<file path="src/rtl/core/lrt_pkg.sv">
// ----------------------------------------------------------------------------
// LRU tracker package
// Shared sizes, operation and status codes, and the update word that the
// request decoder hands to the slot store.
// ----------------------------------------------------------------------------
package lrt_pkg;

	// Number of tracked keys and key width used for matching.
	localparam int CAPACITY      = 16;
	localparam int KEY_BITS      = 16;

	// Fixed widths of the request and result fields.
	localparam int OPCODE_BITS   = 2;
	localparam int KEY_PORT_BITS = 16;
	localparam int STATUS_BITS   = 2;
	localparam int COUNT_PORT_BITS = 5;

	// Derived storage widths.
	localparam int STORE_BITS = (KEY_BITS < KEY_PORT_BITS) ? KEY_BITS : KEY_PORT_BITS;
	localparam int IDX_BITS   = (CAPACITY > 1) ? $clog2(CAPACITY) : 1;
	localparam int COUNT_BITS = $clog2(CAPACITY + 1);

	// Operation codes.
	localparam logic [OPCODE_BITS-1:0] OP_INSERT = 2'd0;
	localparam logic [OPCODE_BITS-1:0] OP_VICTIM = 2'd1;
	localparam logic [OPCODE_BITS-1:0] OP_ERASE  = 2'd2;

	// Status codes.
	localparam logic [STATUS_BITS-1:0] ST_DONE = 2'd0;
	localparam logic [STATUS_BITS-1:0] ST_MISS = 2'd1;
	localparam logic [STATUS_BITS-1:0] ST_FULL = 2'd2;

	typedef logic [STORE_BITS-1:0] key_t;
	typedef logic [CAPACITY-1:0]   slot_vec_t;

	// Update word from the decoder to the slot store.
	typedef struct packed {
		logic                  remove;
		slot_vec_t             remove_mask;
		logic                  append;
		logic [IDX_BITS-1:0]   append_idx;
		key_t                  append_key;
		logic [COUNT_BITS-1:0] count_next;
	} upd_t;

endpackage

</file>
<file path="src/rtl/core/lrt_match.sv">
// ----------------------------------------------------------------------------
// LRU tracker key match
// Compares the request key against every valid slot in parallel and forms
// the mask of slots at and above the matching one.
// ----------------------------------------------------------------------------
module lrt_match import lrt_pkg::*; (
	input  key_t      [CAPACITY-1:0] slot_keys,
	input  slot_vec_t                slot_valid,
	input  key_t                     key,
	output logic                     hit,
	output slot_vec_t                tail_mask
);

	slot_vec_t match;

	// One comparator per slot.
	always_comb begin
		for (int i = 0; i < CAPACITY; i++) begin
			match[i] = slot_valid[i] && (slot_keys[i] == key);
		end
	end

	assign hit = |match;

	// A slot is part of the tail when the match lies at or below it.
	always_comb begin
		for (int i = 0; i < CAPACITY; i++) begin
			tail_mask[i] = |(match & ((slot_vec_t'(1) << i) | ((slot_vec_t'(1) << i) - 1'b1)));
		end
	end

endmodule

</file>
<file path="src/rtl/core/lrt_store.sv">
// ----------------------------------------------------------------------------
// LRU tracker slot store
// Holds the keys in recency order, the valid marks and the key count, and
// applies one removal with shift-down and one append per cycle with upd_en high.
// ----------------------------------------------------------------------------
module lrt_store import lrt_pkg::*; (
	input  logic                       clk,
	input  logic                       arst_n,
	input  logic                       upd_en,
	input  upd_t                       upd,
	output key_t      [CAPACITY-1:0]   slot_keys,
	output slot_vec_t                  slot_valid,
	output logic      [COUNT_BITS-1:0] count
);

	key_t      [CAPACITY-1:0]   keys_q;
	key_t      [CAPACITY-1:0]   keys_next;
	slot_vec_t                  valid_q;
	slot_vec_t                  valid_next;
	logic      [COUNT_BITS-1:0] count_q;

	// Shift the more recent keys down over the removed slot, then append.
	always_comb begin
		for (int i = 0; i < CAPACITY; i++) begin
			keys_next[i] = keys_q[i];
			if (upd.remove && upd.remove_mask[i] && (i < CAPACITY - 1)) begin
				keys_next[i] = keys_q[(i < CAPACITY - 1) ? i + 1 : i];
			end
			if (upd.append && (upd.append_idx == IDX_BITS'(i))) begin
				keys_next[i] = upd.append_key;
			end
		end
	end

	// Valid marks follow the count as a thermometer code.
	always_comb begin
		for (int i = 0; i < CAPACITY; i++) begin
			valid_next[i] = (COUNT_BITS'(i) < upd.count_next);
		end
	end

	// Key slots carry no reset; only valid slots are ever read.
	always_ff @(posedge clk) begin
		if (upd_en) begin
			keys_q <= keys_next;
		end
	end

	always_ff @(posedge clk or negedge arst_n) begin
		if (!arst_n) begin
			valid_q <= '0;
			count_q <= '0;
		end else if (upd_en) begin
			valid_q <= valid_next;
			count_q <= upd.count_next;
		end
	end

	assign slot_keys  = keys_q;
	assign slot_valid = valid_q;
	assign count      = count_q;

endmodule

</file>
<file path="src/rtl/core/lru_replacement_tracker_core.sv">
// ----------------------------------------------------------------------------
// LRU replacement tracker
// Keeps up to CAPACITY keys in recency order and serves insert, victim and
// erase requests with one result word per request word.
// ----------------------------------------------------------------------------
// Usage:
//   A request word (opcode, key) is taken at a rising edge with start high
//   and busy low. busy is always low, so a word can be taken every cycle.
//   Each request gives exactly one result word (status, victim_key,
//   entry_count), shown for one cycle with done high.
// Pipeline and throughput:
//   The request is registered, decoded against the slot store in one pass
//   of compare-and-shift logic, and the result is registered: done comes
//   from the result register, behind the request register. One request per
//   cycle is sustained, set by the combinational associative compare and
//   one-slot shift of the store; back-to-back requests see each other's
//   updates in order.
// Reset:
//   arst_n clears the count and all valid marks; the tracker starts empty.
//   No clearing pass is needed.
// Stalls:
//   The receiver cannot hold results off; every result is shown once.
// ----------------------------------------------------------------------------
module lru_replacement_tracker_core import lrt_pkg::*; (
	input  logic                       clk,
	input  logic                       arst_n,
	input  logic                       start,
	output logic                       busy,
	input  logic [OPCODE_BITS-1:0]     opcode,
	input  logic [KEY_PORT_BITS-1:0]   key,
	output logic                       done,
	output logic [STATUS_BITS-1:0]     status,
	output logic [KEY_PORT_BITS-1:0]   victim_key,
	output logic [COUNT_PORT_BITS-1:0] entry_count
);

	logic                       valid_s1;
	logic [OPCODE_BITS-1:0]     opcode_s1;
	key_t                       key_s1;

	key_t      [CAPACITY-1:0]   slot_keys;
	slot_vec_t                  slot_valid;
	logic      [COUNT_BITS-1:0] count;
	logic                       hit;
	slot_vec_t                  tail_mask;

	upd_t                       upd;
	logic [STATUS_BITS-1:0]     status_next;
	logic [KEY_PORT_BITS-1:0]   victim_next;

	logic                       done_q;
	logic [STATUS_BITS-1:0]     status_q;
	logic [KEY_PORT_BITS-1:0]   victim_q;
	logic [COUNT_PORT_BITS-1:0] count_q;

	assign busy = 1'b0;

	// Request register.
	always_ff @(posedge clk or negedge arst_n) begin
		if (!arst_n) begin
			valid_s1 <= 1'b0;
		end else begin
			valid_s1 <= start && !busy;
		end
	end

	always_ff @(posedge clk) begin
		if (start && !busy) begin
			opcode_s1 <= opcode;
			key_s1    <= key[STORE_BITS-1:0];
		end
	end

	// Associative compare over all slots.
	lrt_match u_match (
		.slot_keys (slot_keys),
		.slot_valid(slot_valid),
		.key       (key_s1),
		.hit       (hit),
		.tail_mask (tail_mask)
	);

	// Decode the request into a store update and a result word.
	always_comb begin
		upd             = '0;
		upd.append_key  = key_s1;
		upd.count_next  = count;
		status_next     = ST_DONE;
		victim_next     = '0;
		case (opcode_s1)
			OP_INSERT: begin
				if (hit) begin
					upd.remove      = 1'b1;
					upd.remove_mask = tail_mask;
					upd.append      = 1'b1;
					upd.append_idx  = IDX_BITS'(count - 1'b1);
				end else if (count == COUNT_BITS'(CAPACITY)) begin
					status_next = ST_FULL;
				end else begin
					upd.append     = 1'b1;
					upd.append_idx = count[IDX_BITS-1:0];
					upd.count_next = count + 1'b1;
				end
			end
			OP_VICTIM: begin
				if (count == '0) begin
					status_next = ST_MISS;
				end else begin
					upd.remove      = 1'b1;
					upd.remove_mask = '1;
					upd.count_next  = count - 1'b1;
					victim_next[STORE_BITS-1:0] = slot_keys[0];
				end
			end
			OP_ERASE: begin
				if (hit) begin
					upd.remove      = 1'b1;
					upd.remove_mask = tail_mask;
					upd.count_next  = count - 1'b1;
				end else begin
					status_next = ST_MISS;
				end
			end
			default: begin
				status_next = ST_DONE;
			end
		endcase
	end

	// Recency-ordered slot storage.
	lrt_store u_store (
		.clk       (clk),
		.arst_n    (arst_n),
		.upd_en    (valid_s1),
		.upd       (upd),
		.slot_keys (slot_keys),
		.slot_valid(slot_valid),
		.count     (count)
	);

	// Result register.
	always_ff @(posedge clk or negedge arst_n) begin
		if (!arst_n) begin
			done_q <= 1'b0;
		end else begin
			done_q <= valid_s1;
		end
	end

	always_ff @(posedge clk) begin
		if (valid_s1) begin
			status_q <= status_next;
			victim_q <= victim_next;
			count_q  <= COUNT_PORT_BITS'(upd.count_next);
		end
	end

	assign done        = done_q;
	assign status      = status_q;
	assign victim_key  = victim_q;
	assign entry_count = count_q;

endmodule
</file>
<file path="config.mk">
export PLATFORM = sky130hd
export DESIGN_NAME = lru_replacement_tracker_core
export DESIGN_NICKNAME = d
export VERILOG_FILES = /design/src/rtl/core/lrt_pkg.sv /design/src/rtl/core/lrt_match.sv /design/src/rtl/core/lrt_store.sv /design/src/rtl/core/lru_replacement_tracker_core.sv
export SDC_FILE = /design/constraint.sdc
export NUM_CORES = 1
export LEC_CHECK = 0
export BUFFER_PORTS_ARGS = -buffer_cell sky130_fd_sc_hd__buf_2
export CORE_MARGIN = 2
export CORE_UTILIZATION = 30
export DETAILED_ROUTE_END_ITERATION = 10
export HOLD_SLACK_MARGIN = 0.1
export MAX_ROUTING_LAYER = met4
export PLACE_DENSITY_LB_ADDON = 0.1
export SKIP_CTS_REPAIR_TIMING = 1
export SLEW_MARGIN = 5
export SYNTH_ARGS = -nofsm -noshare
export SYNTH_HDL_FRONTEND = slang
export SYNTH_SLANG_ARGS = --single-unit
export TNS_END_PERCENT = 1
</file>
<file path="constraint.sdc">
create_clock -name clk -period 5.05 [get_ports clk]
set_input_delay 0.2525 -clock clk [delete_from_list [all_inputs] [get_ports clk]]
set_output_delay 0.2525 -clock clk [all_outputs]
set_load 0.03 [all_outputs]
</file>
Yosys cells after proc, flatten, opt, wreduce, memory -nomap -nowiden
Cells that the tools add are included.
{"block": "op_classes", "n_mux": 46, "order_cmp": 16, "bitwise": 1, "n_eq_ne": 34, "n_reduce_logical": 98, "n_addsub": 2}
{"cell": "$mux 16", "count": 30}
{"cell": "$eq 16x16->1", "count": 16}
{"cell": "$logic_and 1x1->1", "count": 47}
{"cell": "$lt 4x5->1 const A", "count": 8}
{"cell": "$mux 5", "count": 7}
{"cell": "$mux 17", "count": 2}
{"cell": "$pmux 17 s2", "count": 1}
{"cell": "$eq 4x4->1 const B", "count": 8}
{"cell": "$reduce_and 2->1", "count": 16}
{"cell": "$reduce_bool 2->1", "count": 15}
{"cell": "$lt 3x5->1 const A", "count": 4}
{"cell": "$eq 4x3->1 const B", "count": 4}
{"cell": "$reduce_or 16->1", "count": 1}
{"cell": "$pmux 5 s3", "count": 1}
{"cell": "$reduce_or 15->1", "count": 1}
{"cell": "$reduce_or 14->1", "count": 1}
{"cell": "$reduce_or 13->1", "count": 1}
{"cell": "$reduce_or 12->1", "count": 1}
{"cell": "$reduce_or 11->1", "count": 1}
{"cell": "$lt 1x5->1 const A", "count": 2}
{"cell": "$lt 2x5->1 const A", "count": 2}
{"cell": "$reduce_or 10->1", "count": 1}
{"cell": "$reduce_or 9->1", "count": 1}
{"cell": "$eq 4x2->1 const B", "count": 2}
{"cell": "20 further kinds", "count": 24}
{"block": "word_totals", "inputBits": 21, "ff_bits": 320, "word_cells": 222, "out_inout_bits": 25}

Depth between registers and ports, before layout
{"block": "depth", "ltp_word": 9, "depth_mapped": 17, "ltp_nobuf": 12}

Hierarchy
From an unflattened synthesis, not the netlist that was laid out.
{"block": "unflattened", "hier_cells": 1237, "hier_area_um2": 17216.5}
{"mod": "lrt_store", "seq_area_each_um2": 8187.9, "area_per_inst_um2": 11790.1, "n_inst": 1, "cells_per_inst": 667}
{"mod": "lrt_match", "seq_area_each_um2": 0.0, "area_per_inst_um2": 3377.0, "n_inst": 1, "cells_per_inst": 410}
{"mod": "lru_replacement_tracker_core", "seq_area_each_um2": 1281.2, "area_per_inst_um2": 2049.5, "n_inst": 1, "cells_per_inst": 160}

Least setup slack after synthesis
Ideal clock, no wire load.
{"block": "synth_timing", "kind": "flip-flop to flip-flop", "startpoint": "reg key_s1[13]", "endpoint": "reg u_store.keys_q (netlist bit u_store.slot_keys[0]), enable pin", "arrival_time_ns": 4.404, "required_time_ns": 4.651, "setup_ns": 0.399, "n_path_buf": 5, "period_less_slack_ns": 4.803, "stages_incl_launch_ff": 16, "setup_slack_ns": 0.247, "path_cell_list": "edfxtp_1 > buf_2 > buf_6 > xor2_1 > or4b_1 > or4_1 > o22a_1 > nand4_2 > or2_1 > buf_4 > mux2_2 > nor2_1 > nand2b_1 > buf_2 > buf_2 > a31oi_1"}
{"block": "synth_between", "elab_chain_len": 9, "elab_cells_between_ends": 42, "classes_between": "eq/ne: 16; mux: 4; reduce/logical: 22"}
{"element": "start: declaration", "line": "lru_replacement_tracker_core.sv:39", "source": "key_t key_s1;"}
{"element": "start signal: assignment", "line": "lru_replacement_tracker_core.sv:70", "source": "key_s1 <= key[STORE_BITS-1:0];"}
{"element": "$eq 16x16->1", "line": "lrt_match.sv:19", "source": "match[i] = slot_valid[i] && (slot_keys[i] == key);"}
{"element": "$logic_and 1x1->1", "line": "lrt_match.sv:19"}
{"element": "$reduce_or 16->1", "line": "lrt_match.sv:23", "source": "assign hit = |match;"}
{"element": "$mux 5", "line": "lru_replacement_tracker_core.sv:92", "source": "if (hit) begin"}
{"element": "$mux 5", "line": "lru_replacement_tracker_core.sv:90", "source": "case (opcode_s1)"}
{"element": "$logic_not 4->1", "line": "lrt_store.sv:29", "source": "if (upd.append && (upd.append_idx == IDX_BITS'(i))) begin"}
{"element": "$logic_and 1x1->1", "line": "lrt_store.sv:29"}
{"element": "$reduce_bool 2->1 (no line) (*)"}
{"element": "$reduce_and 2->1 (no line) (*)"}
{"element": "end signal: assignment", "line": "lrt_store.sv:45", "source": "keys_q <= keys_next;"}
{"element": "end: declaration", "line": "lrt_store.sv:16", "source": "key_t [CAPACITY-1:0] keys_q;"}
Every way passes the cells marked *; elsewhere a longest branch is shown, timed or not.
A chain may end at the register's enable or synchronous reset.

Worst setup path in the final report
{"block": "layout_timing", "startpoint": "reg key_s1[1]", "endpoint": "reg u_store.keys_q (netlist bit u_store.slot_keys[180]), enable pin"}
{"block": "layout_between", "elab_chain_len": 9, "elab_cells_between_ends": 43, "classes_between": "eq/ne: 17; mux: 4; reduce/logical: 22"}
{"element": "$eq 16x16->1", "line": "lrt_match.sv:19"}
{"element": "$logic_and 1x1->1", "line": "lrt_match.sv:19"}
{"element": "$reduce_or 16->1", "line": "lrt_match.sv:23"}
{"element": "$mux 5", "line": "lru_replacement_tracker_core.sv:92"}
{"element": "$mux 5", "line": "lru_replacement_tracker_core.sv:90"}
{"element": "$eq 4x4->1", "line": "lrt_store.sv:29"}
{"element": "$logic_and 1x1->1", "line": "lrt_store.sv:29"}
{"element": "$reduce_bool 2->1 (no line) (*)"}
{"element": "$reduce_and 2->1 (no line) (*)"}
Marks and branches as above.

==> flow_metrics.py <==
metrics = {
    "sta": {
        "slew_violations": 0,
        "hold_slack_ps": 105.7,
        "max_slew_margin": 0.4723,
        "hold_viol": 0,
        "setup-violations-final": 0,
        "fmax_mhz": 209.2,
        "final.setup.tns_ps": 0,
        "fin_crit_ps": 4779,
        "rsz0062_at_grt": "false",
        "post-route-period-util": 0.9464,
        "fin_skew_ps": 22.53,
        "tightest_slew_ps": 786.7,
    },
    "synthesis": {
        "synth.area.top_cells": "edfxtp_1 49%, mux2_2 9.1%, xor2_1 6.4%",
        "synth_edf_count": 297,
        "synth-main-ff-cell": "edfxtp_1",
        "ys_ff_latch": 319,
        "synth_area_sq_um": 18130,
        "synth_cells": 1376,
        "yosysWarnings": 0,
        "yosysUniqueCellTypes": 70,
        "synth_top_area_frac": 0.4918,
        "syn_nets": 1400,
        "synthArstFlopShare": 0.06897,
        "yosysTopAreaCell": "edfxtp_1",
        "syn-mean-instance-area_sq_um": 13.18,
        "yosysSeqAreaShare": 0.5222,
    },
    "layout": {
        "layout_commonest_cell": "edfxtp_1",
        "finalInstanceArea_sq_um": 20890,
        "drive_gt1_frac": 0.2774,
        "fin_util": 0.3480,
        "final_cell_mix": "297 x edfxtp_1, 147 x mux2_2, 133 x xor2_1",
        "num-fill-cells": 5862,
        "syn2layout_area_growth_pct": 15.19,
        "nets": 1484,
    },
    "floorplanning": {
        "initial_core_util": 0.3021,
        "coreArea_sq_um": 60020,
        "fp.dieH_um": 249.9,
        "fp.dieW_um": 249.9,
        "io_pins": 46,
        "die_area_sq_um": 62430,
        "row_count": 90,
    },
    "route": {
        "wl_met3_um": 1599,
        "drt_first_pass_iters": 5,
        "wl_um": 52820,
        "highest_layer": "met4",
        "wl_met1_um": 24340,
        "wire_per_inst_um": 23.25,
        "viasPerCell": 4.941,
        "route.met2.wl_um": 25460,
        "drt_drc_violations_left": 0,
        "vias": 11225,
        "first_iter_violations": 600,
        "detail-route-antenna-nets": 0,
    },
    "worst_setup_path": {
        "crit_slowest_cell": "edfxtp_1",
        "path_delay_family": "simple AND/OR/NAND/NOR gates",
        "critPathMaxFanout": 17,
        "critPathBufInv": 1,
        "cp.arrival_ps": 5020,
        "startpoint_type": "flop",
        "crit_type": "reg2reg",
        "max_stage_delay_ps": 820,
        "crit_required_ps": 5290,
        "crit_top_cell": "or4_1",
        "crit_chain": "xor2_1, or4_1, or4_1, o32ai_2, and4b_1, a211oi_2, mux2i_1, o32ai_4, nand2_4, a21oi_1, buf_4",
        "crit_path_end_kind": "flop",
    },
    "global_routing": {
        "grt_pass1_wl_um": 78520,
        "antenna_found_initial": 1,
        "grt_overflow": 0,
        "grt_pass1_vias": 11615,
        "grt_max_degree": 60,
        "track_usage": 0.1729,
    },
    "clock_network": {
        "clk_latency_ps": 570,
        "cts_root_buf": "clkbuf_16",
        "clockBufferDepth": 3,
        "cts_tree": "done",
        "numCtsBuffers": 39,
        "cts.sinks": 319,
        "clkTransAtPathRegs_ps": 60,
        "h-tree-depth": 2,
    },
    "pwr": {
        "p_leak_nw": 7.277,
        "pwr_density_cell_nw_per_um2": 349.9,
        "ir_drop_uv": 278.9,
    },
    "outcome": {
        "outcome": "complete, no violations",
    },
    "placed_design": {
        "dpl-instance-area_sq_um": 19440,
        "numPortBuffers": 44,
        "gp_congestion": 0.8560,
        "dp_hpwl_um": 38380,
    },
    "flow_run": {
        "cap_viol_max_count": 0,
    },
    "hold_path": {
        "worstHoldPathType": "in2reg",
    },
}
flip-flops by register name, summed over array words and instances, names as in the netlist:
name,cells
u_store.slot_valid,15
status,2
victim_key,16
valid_s1,1
u_store.slot_keys,256
key_s1,16
u_store.count,5
done,1
opcode_s1,2
entry_count,5
worst register-to-register path, delay by kind of cell (launching register included):
kind | cells | cell delay (ps)
AO/OA/AOI/OAI | 4 | 1240
XOR/XNOR | 1 | 210
buffers and inverters | 1 | 280
flip-flops | 1 | 820
multiplexers | 1 | 150
AND/OR/NAND/NOR | 4 | 1750
per-layer routing:
layer,vias to the layer above,GRT usage
met4,0,0.05370
li1,5303,-
met2,214,0.2793
met5,-,-
met1,5632,0.2265
met3,76,0.02138
area by class of cell:
| type | count | area (sq um) | share of cell area |
|---|---|---|---|
| Antenna cell | 1 | 2.502 | 0.0001198 |
| Clock buffer | 49 | 1033 | 0.04948 |
| Clock inverter | 21 | 173.9 | 0.008326 |
| Inverter | 16 | 60.06 | 0.002875 |
| Multi-Input combinational cell | 933 | 7948 | 0.3805 |
| Sequential cell | 319 | 9470 | 0.4534 |
| Tap cell | 782 | 978.4 | 0.04684 |
| Timing Repair Buffer | 151 | 1221 | 0.05846 |
kinds of logic after synthesis:
family,after synthesis,synth area share
other,1,0.0002068
multiplexers,248,0.1610
XOR/XNOR,258,0.1246
adder cells (fa/ha/maj),3,0.002070
AO/OA/AOI/OAI,102,0.04057
flip-flops,319,0.5222
buffers and inverters,124,0.04085
AND/OR/NAND/NOR,321,0.1085
synthesized netlist by cell type (all sizes together), types with 6 or more instances:
cell and number:
buf 70, or4 38, xor2 133, nand4 35
nand3 33, and2 18, inv 14, o32ai 7
nand2b 8, nand2 50, mux2 242, mux2i 6
nor3 16, nor4 32, nand4b 6, nor3b 6
or4b 14, dfrtp 22, a22oi 10, and3 14
a21oi 29, xnor2 125, edfxtp 297, o21ai 15
clkbuf 38, nor2 34, a31oi 16
power by group:
| group | internal, mW | total [mW] | switching [mW] | leakage, nW |
|---|---|---|---|---|
| sequential | 3.12 | 3.32 | 0.200 | 3.01 |
| clock | 1.56 | 2.71 | 1.15 | 0.591 |
| combinational | 0.512 | 1.27 | 0.763 | 3.67 |
final timing paths:
| kind | from | end | slack [ps] | cells past startpoint |
|---|---|---|---|---|
| worst max-delay path | key_s1[1] | u_store.slot_keys[180] | 270 | 11 |
| worst min-delay path | start | valid_s1 | 110 | 1 |
| worst max register to register | key_s1[1] | u_store.slot_keys[180] | 270 | 11 |
| worst min register to register | u_store.slot_valid[1] | u_store.slot_valid[1] | 560 | 2 |
| max in group asynchronous | arst_n | valid_s1 | 4420 | 2 |
| min in group asynchronous | arst_n | done | 210 | 2 |
per-stage QoR:
step | worst slack (ps) | cells | power [mW]
after floorplan | 247.4 | 1376 | 4.161
after global placement | 219.0 | 2177 | 4.645
after detailed placement | 190.2 | 2177 | 4.637
after CTS | 156.8 | 2247 | 7.392
after global routing | 6.537 | 2272 | 7.618
final | 270.9 | 2272 | 7.308
Power figures use the tool's default switching activity.
